`src/design/cls_pkg.sv`:
```
package cls_pkg;

  localparam int COORD_WIDTH = 16;

  localparam logic [3:0] ACT_HEAD   = 4'd0;
  localparam logic [3:0] ACT_TAIL   = 4'd1;
  localparam logic [3:0] ACT_PREV   = 4'd2;
  localparam logic [3:0] ACT_NEXT   = 4'd3;
  localparam logic [3:0] ACT_READ   = 4'd4;
  localparam logic [3:0] ACT_REMOVE = 4'd5;
  localparam logic [3:0] ACT_INSERT = 4'd6;
  localparam logic [3:0] ACT_SEARCH = 4'd7;
  localparam logic [3:0] ACT_CLEAR  = 4'd8;

  localparam logic [1:0] ST_DONE    = 2'd0;
  localparam logic [1:0] ST_REFUSED = 2'd1;
  localparam logic [1:0] ST_FULL    = 2'd2;

  // Datapath commands issued by the controller.
  localparam logic [3:0] CMD_NONE      = 4'd0;
  localparam logic [3:0] CMD_LATCH     = 4'd1;  // capture item, read links of cursor/sentinel
  localparam logic [3:0] CMD_MOVE_HEAD = 4'd2;
  localparam logic [3:0] CMD_MOVE_TAIL = 4'd3;
  localparam logic [3:0] CMD_MOVE_PREV = 4'd4;
  localparam logic [3:0] CMD_MOVE_NEXT = 4'd5;
  localparam logic [3:0] CMD_REMOVE    = 4'd6;
  localparam logic [3:0] CMD_INSERT    = 4'd7;
  localparam logic [3:0] CMD_SRCH_INIT = 4'd8;
  localparam logic [3:0] CMD_SRCH_STEP = 4'd9;
  localparam logic [3:0] CMD_CLEAR     = 4'd10;
  localparam logic [3:0] CMD_FETCH     = 4'd11; // read entry under cursor
  localparam logic [3:0] CMD_CLR_STEP  = 4'd12;
  localparam logic [3:0] CMD_SRCH_LOAD = 4'd13; // read coordinates of the walk node

  typedef struct packed {
    logic [3:0] op;
  } cls_cmd_t;

  typedef struct packed {
    logic list_empty;
    logic off;
    logic full;
    logic walk_end;
    logic walk_hit;
    logic clr_done;
  } cls_stat_t;

endpackage

```
`src/design/cls_ctrl.sv`:
```
module cls_ctrl (
  input  logic                clk,
  input  logic                rst,
  input  logic                in_valid,
  output logic                in_ready,
  input  logic [3:0]          action,
  output logic                out_valid,
  input  logic                out_ready,
  output cls_pkg::cls_cmd_t   cmd,
  input  cls_pkg::cls_stat_t  stat,
  output logic                found,
  output logic [1:0]          status
);
  import cls_pkg::*;

  localparam logic [2:0] S_CLR   = 3'd0;
  localparam logic [2:0] S_IDLE  = 3'd1;
  localparam logic [2:0] S_EXEC  = 3'd2;
  localparam logic [2:0] S_WALK  = 3'd3;
  localparam logic [2:0] S_FETCH = 3'd4;
  localparam logic [2:0] S_OUT   = 3'd5;
  localparam logic [2:0] S_LOAD  = 3'd6;

  logic [2:0] state;
  logic [3:0] act;

  assign in_ready  = (state == S_IDLE);
  assign out_valid = (state == S_OUT);

  always_comb begin
    cmd.op        = CMD_NONE;
    case (state)
      S_CLR:  if (!stat.clr_done) cmd.op = CMD_CLR_STEP;
      S_IDLE: if (in_valid) cmd.op = CMD_LATCH;
      S_EXEC: begin
        case (act)
          ACT_HEAD:   if (!stat.list_empty) cmd.op = CMD_MOVE_HEAD;
          ACT_TAIL:   if (!stat.list_empty) cmd.op = CMD_MOVE_TAIL;
          ACT_PREV:   if (!stat.off) cmd.op = CMD_MOVE_PREV;
          ACT_NEXT:   if (!stat.off) cmd.op = CMD_MOVE_NEXT;
          ACT_REMOVE: if (!stat.off) cmd.op = CMD_REMOVE;
          ACT_INSERT: if (!(!stat.list_empty && stat.off) && !stat.full) cmd.op = CMD_INSERT;
          ACT_SEARCH: cmd.op = CMD_SRCH_INIT;
          ACT_CLEAR:  cmd.op = CMD_CLEAR;
          default:    cmd.op = CMD_NONE;
        endcase
      end
      S_LOAD:  cmd.op = CMD_SRCH_LOAD;
      S_WALK:  if (!stat.walk_end) cmd.op = CMD_SRCH_STEP;
      S_FETCH: cmd.op = CMD_FETCH;
      default: cmd.op = CMD_NONE;
    endcase
  end

  always_ff @(posedge clk) begin
    if (rst) begin
      state  <= S_CLR;
      act    <= '0;
      found  <= 1'b0;
      status <= ST_DONE;
    end else begin
      case (state)
        // a clear still owes its result beat; the pass after reset does not
        S_CLR: if (stat.clr_done) state <= (act == ACT_CLEAR) ? S_FETCH : S_IDLE;
        S_IDLE: if (in_valid) begin
          act    <= action;
          found  <= 1'b0;
          status <= ST_DONE;
          state  <= S_EXEC;
        end
        S_EXEC: begin
          state <= S_FETCH;
          case (act)
            ACT_HEAD, ACT_TAIL: if (stat.list_empty) status <= ST_REFUSED;
            ACT_PREV, ACT_NEXT, ACT_READ, ACT_REMOVE: if (stat.off) status <= ST_REFUSED;
            ACT_INSERT:
              if (!stat.list_empty && stat.off) status <= ST_REFUSED;
              else if (stat.full) status <= ST_FULL;
            ACT_SEARCH: state <= S_LOAD;
            ACT_CLEAR:  state <= S_CLR;
            default:    status <= ST_REFUSED;
          endcase
        end
        S_LOAD: state <= S_WALK;
        S_WALK: begin
          if (stat.walk_end) state <= S_FETCH;
          else if (stat.walk_hit) begin
            found <= 1'b1;
            state <= S_FETCH;
          end else state <= S_LOAD;
        end
        S_FETCH: state <= S_OUT;
        S_OUT: if (out_ready) state <= S_IDLE;
        default: state <= S_IDLE;
      endcase
    end
  end

endmodule

```
`config.mk`:
```
export PLATFORM = sky130hd
export DESIGN_NAME = cls_ctrl
export DESIGN_NICKNAME = d
export VERILOG_FILES = /design/src/design/cls_pkg.sv /design/src/design/cls_ctrl.sv
export SDC_FILE = /design/constraint.sdc
export NUM_CORES = 1
export LEC_CHECK = 0
export BUFFER_PORTS_ARGS = -buffer_cell sky130_fd_sc_hd__buf_2
export CORE_ASPECT_RATIO = 0.9
export CORE_MARGIN = 2
export CORE_UTILIZATION = 46
export DETAILED_ROUTE_END_ITERATION = 10
export PLACE_DENSITY_LB_ADDON = 0.2
export SYNTH_ARGS = -nofsm -noshare
export SYNTH_HDL_FRONTEND = slang
export SYNTH_SLANG_ARGS = --single-unit
```
`constraint.sdc`:
```
create_clock -name clk -period 1.8 [get_ports clk]
set_input_delay 0.36 -clock clk [delete_from_list [all_inputs] [get_ports clk]]
set_output_delay 0.36 -clock clk [all_outputs]
set_load 0.01 [all_outputs]
```
Word-level counts from Yosys, hierarchy flattened

Cells that the tools add are included.

Equality and inequality tests: 23
Mux-type cells: 30
Reduce and logical (&&, ||, !) cells: 16

Operators with widths:

| operator                                      | number |
|---|---|
| case mux 4 bit (8 select lines)               | 1 |
| two-way mux 3 bit                             | 8 |
| case mux 4 bit (6 select lines)               | 1 |
| case mux 3 bit (7 select lines)               | 1 |
| two-way mux 2 bit                             | 9 |
| == test 4 x 3 -> 1 bit, second input constant | 4 |
| inequality test 2 bit, second input constant  | 5 |
| == test 3 bit, second input constant          | 3 |
| == test 4 x 2 -> 1 bit, second input constant | 2 |
| two-way mux 4 bit                             | 2 |
| case mux 2 bit (4 select lines)               | 1 |
| == test 3 x 2 -> 1 bit, second input constant | 2 |
| inequality test 3 bit, second input constant  | 2 |
| case mux 3 bit (2 select lines)               | 1 |
| AND reduction 6 bit                           | 1 |
| == test 4 x 1 -> 1 bit, second input constant | 1 |
| == test 4 bit, second input constant          | 1 |
| logical NOT 4 bit                             | 1 |
| two-way mux 1 bit                             | 4 |
| inequality test 4 bit, second input constant  | 1 |
| case mux 2 bit (2 select lines)               | 1 |
| AND reduction 4 bit                           | 1 |
| nonzero test 2 bit                            | 2 |
| OR reduction 2 bit                            | 2 |
| 9 further kinds                               | 12 |

Bits in registers: 10
Input port bits: 14
Word-level logic and storage cells: 73

Longest topological paths before layout

Gate-level depths: netlist (run 1).

Depth after elaboration: 7
Mapped depth: 6
Mapped depth without buffers: 5

Worst setup path after synthesis (run 1)

Ideal clock, no wire load.

Kind: register -> output
From: register act[1]
To: output port cmd[2] (netlist bit)
Arrival time: 1440 ps
Setup slack: 0 ps
Stages on the path, launching flop included: 7
Buffers on the path: 1
Cell sequence: dfxtp_1 > buf_6 > nor4b_1 > nand2_1 > nand2_1 > nor2_1 > o22ai_1

RTL lines:

| item                     | line           | text |
|---|---|---|
| start: declaration       | cls_ctrl.sv:25 | `logic [3:0] act;` |
| start signal: assignment | cls_ctrl.sv:66 | `act <= action;` |
| end: declaration         | cls_ctrl.sv:9  | `output cls_pkg::cls_cmd_t cmd,` |

==> impl_metrics.toml, run 1 <==
[worst_setup_path]
worstSetupPathType = "flop to primary output"
critPathSlowestCell = "or4_4"
worstPathMaxFanout = 3
reg2reg_from = "act[3]"
startpoint = "act[3]"
cp.required_ns = 1.44
cp_cell_sequence = "nand3b_4 -> or4_4 -> and2_1 -> o221ai_2 -> buf_2"
cp-end-kind = "primary output"
rr_worst_depth = 7
cp.arrival_ns = 1.66
slowest_delay_ns = 0.50
setup.worst_path.end = "cmd[0]"
reg2reg_to = "status[0]"
ff2ff_setup_slack_ns = 0.08
cp-start-kind = "flop"

[power]
cellPowerDensity_nw_per_um2 = 819
power_frac_comb = 0.538
power_uw = 898
p_sw_uw = 357
p_leak_nw = 0.469
p_seq_frac = 0.300
internal-power_uw = 541
p_clk_frac = 0.162
peakVddDrop_uv = 514
p_sw_frac = 0.397

[floorplan]
coreArea_um2 = 1700
die-area_um2 = 2210
row_count = 14
initial_core_util = 0.501
io_pins = 23
die_w_um = 49.4
die-height_um = 44.8

[timing]
tightest_slew_ns = 0.498
slew_violations = 0
setup_slack_ns = -0.222
setup_viol = 4
period_share = 1.12
timing.slew.headroom = 0.666
max_clock_freq_mhz = 495
period_needed_ns = 2.02
finalHoldViolCount = 0
finalSetupTns_ns = -0.659
hold_ws_ns = 0.337
rsz0062_at_grt = "yes"
skew_ns = 0.00341

[route]
routed-wl-met3_um = 136
dr.pass1.iters = 4
highest_layer = "met4"
wl_um = 2170
vias = 901
wl_met2_um = 1010
drc = 0
drt-initial-drc-count = 14
vias_per_cell = 5.56
ant_nets = 0
wirelength_met1_um = 1020
wl_per_cell_um = 13.4

[clock_tree]
htree_levels = 1
clock_latency_ns = 0.26
clkTransAtPathRegs_ns = 0.06
numCtsBuffers = 3
clockBufferDepth = 2
cts_tree = "built"
cts.hold.buffers_added = 0
cts_root_buffer = "clkbuf_4"
clock-sinks = 10

[outcome]
status = "complete, but fails checks"
violations = "setup timing"

[logic_synthesis]
yosysUniqueCellTypes = 45
yosys_warnings = 0
ys_seq_elements = 10
ys.flop_type = "dfxtp_1"
syn_area_um2 = 852
syn_avg_cell_area_um2 = 8.04
synth_edf_count = 0
yosysTopAreaCellShare = 0.235
syn_inst = 106
yosysTopAreaCell = "dfxtp_1"
synthTopCellsByArea = "dfxtp_1 23%, mux2i_1 7.0%, nor2_1 5.7%, buf_6 5.3%, a21oi_1 4.7%"
async_flop_share = 0
seq_area_frac_synth = 0.235
syn_nets = 120

[run]
cap_violations = 0

[global_route]
globalRouteOverflowTotal = 0
grt_usage = 0.209
grt_pass1_wl_um = 3530
grt_pass1_vias = 808
antenna_found_initial = 0
grt_max_degree = 20

[final_layout]
num-fill-cells = 156
ff_latch_area_um2 = 204
drive_gt1_frac = 0.435
multi_input_area_um2 = 591
insertedDiodeCount = 0
nNetsFinal = 154
area_growth_pct = 28.6

[placement]
dpl_worst_slack_ns = -0.116
routabilityCongestion = 0.841
place_hpwl_um = 1560
port_buffers = 22

[min_path]
hold_path_class = "primary input to flop"
[worst min-delay path by stage]
stage,startpoint,to,cells past startpoint
2_1_floorplan,status[0],status[0],2
3_3_place_gp,status[0],status[0],2
3_5_place_dp,status[0],status[0],2
4_1_cts,action[2],act[2],3
5_1_grt,action[2],act[2],3
6_report,action[2],act[2],3
[power groups by stage]
stage               sequential [mW]  combinational, mW  clock, mW
CTS                           0.269              0.467      0.153
detailed placement            0.272              0.448          0
finish                        0.269              0.483      0.146
global placement              0.270              0.441          0
global route                  0.272              0.535      0.165
floorplan                     0.270              0.339          0
[per-layer routing]
layer / GRT usage / vias to the layer above
met5: 0 / -
met4: 0.0514 / 0
met3: 0.0430 / 2
met2: 0.354 / 35
met1: 0.276 / 413
li1: - / 451
[registers in the layout, summed over array words and instances, names as in the netlist]
register,count
found,1
act,4
state,3
status,2
[area by class of cell]
cell class,instances,area share
tap,24,0.0274
inverter,3,0.0103
clock buffer,3,0.0205
timing repair buffer,38,0.217
sequential,10,0.186
multi-input combinational,84,0.539
[metrics by stage]
| step | instance area (µm²) | std cells | utilization |
|---|---|---|---|
| 3_3_place_gp | 998 | 155 | 0.588 |
| 6_report | 1100 | 162 | 0.645 |
| 3_5_place_dp | 998 | 155 | 0.588 |
| 2_1_floorplan | 858 | 106 | - |
| 4_1_cts | 1080 | 162 | 0.637 |
| 5_1_grt | 1100 | 162 | 0.645 |
[kinds of logic after synthesis]
kind of cell	Yosys count	synth area share
and+or+nand+nor	48	0.347
buffers and inverters	12	0.119
DFF	10	0.235
AOI/OAI and AO/OA	29	0.216
muxes	7	0.0837
[repair_timing]
item,CTS,global route
endpoints found under the setup margin,4,6
pin swaps,5,2
cloned,0,0
buffers inserted,4,0
gates resized for setup,8,3
[synth_stat cells (2+ instances only)]
cell type   n
nor2_1     13
dfxtp_1    10
nand2_1     9
a21oi_1     8
nor3_1      7
mux2i_1     6
o21ai_0     6
buf_6       4
inv_1       3
nand3b_1    2
nor4b_1     2
o21ai_1     2
o22ai_1     2
[worst max-delay path: cells and delay by family, from the launching register on]
family	cells	cell delay [ns]
buffers and inverters	1	0.15
flip-flops	1	0.32
AND/OR/NAND/NOR	3	0.81
AO/OA/AOI/OAI	1	0.12
[cells in the final DEF (no fill, tap or decap), drive strengths merged, types with 2 or more instances in the layout]
cell,synthesis,layout
nand3b,3,3
nor2,15,15
mux2i,6,6
buf,6,38
o21ai,8,8
clkbuf,2,3
nand2,10,10
nor3,8,8
or4,2,2
a21oi,9,9
nor4b,3,3
o22ai,2,2
inv,3,3
dfxtp,10,10
Note: power is estimated with default switching activity, not from simulation.
==> run 2: changes to the inputs <==
REMOVE_ABC_BUFFERS = 1   (was unset)
==> run 2 against run 1 <==
  * The flow still finishes with violations (setup timing)
  * Clock skew increased by 0.0025 ns
  * Cell count increased by 1.2%
  * Cell area increased by 1.7%
  * Sequential share of layout area decreased by 0.31 points
  * Largest cell class unchanged
==> impl_metrics.toml, run 2 (synthesis results as in run 1) <==
[outcome]
status = "complete, but fails checks"
violations = "setup timing"

[global_route]
grt_pass1_vias = 763
antenna_found_initial = 0
globalRouteOverflowTotal = 0
grt_max_degree = 20
grt_pass1_wl_um = 3350
grt_usage = 0.201

[worst_setup_path]
slowest_delay_ns = 0.52
worstPathMaxFanout = 3
critPathSlowestCell = "or4_4"
cp-end-kind = "primary output"
cp.required_ns = 1.44
crit_family = "simple AND/OR/NAND/NOR gates"
cp_cell_sequence = "nand3b_4 -> or4_4 -> nand2_2 -> nor2_1 -> o22ai_1 -> buf_2"
crit_buf_inv = 1
cp-start-kind = "flop"
worstSetupPathType = "flop to primary output"
cp.arrival_ns = 1.68

[power]
peakVddDrop_uv = 581
p_leak_nw = 0.487
power_uw = 914
cellPowerDensity_nw_per_um2 = 820

[floorplan]
initial_core_util = 0.501
die-area_um2 = 2210
die_w_um = 49.4
die-height_um = 44.8
coreArea_um2 = 1700
io_pins = 23
row_count = 14

[min_path]
hold_path_class = "primary input to flop"

[final_layout]
final_cell_mix = "22 x buf_2, 16 x buf_4, 13 x nor2_1"
top_register = "act"
top_regs = "act x4, state x3, status x2"
area_growth_pct = 30.8
largest_reg_flops = 4
drive_gt1_frac = 0.443
mostFrequentLayoutCell = "buf_2"
nNetsFinal = 156
insertedDiodeCount = 0
num-fill-cells = 151

[clock_tree]
clkTransAtPathRegs_ns = 0.06
clock_latency_ns = 0.27
htree_levels = 1
cts_root_buffer = "clkbuf_4"
clock-sinks = 10
cts.hold.buffers_added = 0
cts_tree = "built"
numCtsBuffers = 3
clockBufferDepth = 2

[route]
wl_um = 2090
vias_per_cell = 5.51
wl_per_cell_um = 12.8
dr.pass1.iters = 4
drt-initial-drc-count = 25
ant_nets = 0
vias = 903
drc = 0

[placement]
place_hpwl_um = 1540
port_buffers = 22
routabilityCongestion = 0.829

[timing]
max_clock_freq_mhz = 491
timing.slew.headroom = 0.661
slew_violations = 0
skew_ns = 0.00596
period_needed_ns = 2.04
setup_viol = 4
finalSetupTns_ns = -0.718
rsz0062_at_grt = "yes"
setup_slack_ns = -0.235
finalHoldViolCount = 0
period_share = 1.13
tightest_slew_ns = 0.506

[run]
cap_violations = 0
==> run 2: cell type report <==
class	count	area (µm²)	area share
inverter	3	11.3	0.0101
timing repair buffer	40	253	0.227
multi-input combinational	84	594	0.533
tap	24	30.0	0.0269
clock buffer	3	22.5	0.0202
sequential	10	204	0.183
==> run 2: what timing repair did <==
action | in CTS | in global routing
endpoints found under the setup margin | 4 | 5
gates resized for setup | 8 | 5
buffers inserted | 2 | 3
pin swaps | 2 | 4
==> run 2: report_power, final <==
group          internal [mW]  switching (mW)  leakage, nW
combinational          0.222           0.266        0.391
clock                 0.0773          0.0784       0.0138
sequential             0.250          0.0206       0.0829
==> run 2: path summary, 6_finish.rpt <==
path / start / end / slack, ns / cells past startpoint
worst max register to register: state[2] / status[0] / 0.11 / 5
worst max-delay path: act[3] / cmd[2] / -0.24 / 6
worst min register to register: status[0] / status[0] / 0.48 / 2
worst min-delay path: action[3] / act[3] / 0.33 / 3
==> run 2: routing by layer <==
metal / global-route usage / share of wire
met1: 0.273 / 0.48
met2: 0.311 / 0.45
met3: 0.0430 / 0.053
met4: 0.0857 / 0.016
met5: 0 / 0
==> run 2: per-stage QoR <==
step           hold WS, ns  setup WS, ns  utilization  cells  area, µm²
6_report             0.331        -0.235        0.656    164       1110
5_1_grt              0.335        -0.287        0.656    164       1110
4_1_cts              0.329        -0.229        0.630    161       1070
3_5_place_dp         0.465        -0.125        0.588    156       1000
3_3_place_gp         0.458        -0.113        0.588    156       1000
2_1_floorplan        0.429        -0.142            -     97        762
==> run 2: worst reg2reg max path: cells and delay by family, from the launching register on <==
kind	cells	cell delay, ns
flip-flops	1	0.33
AO/OA/AOI/OAI	2	0.24
AND/OR/NAND/NOR	3	1.04
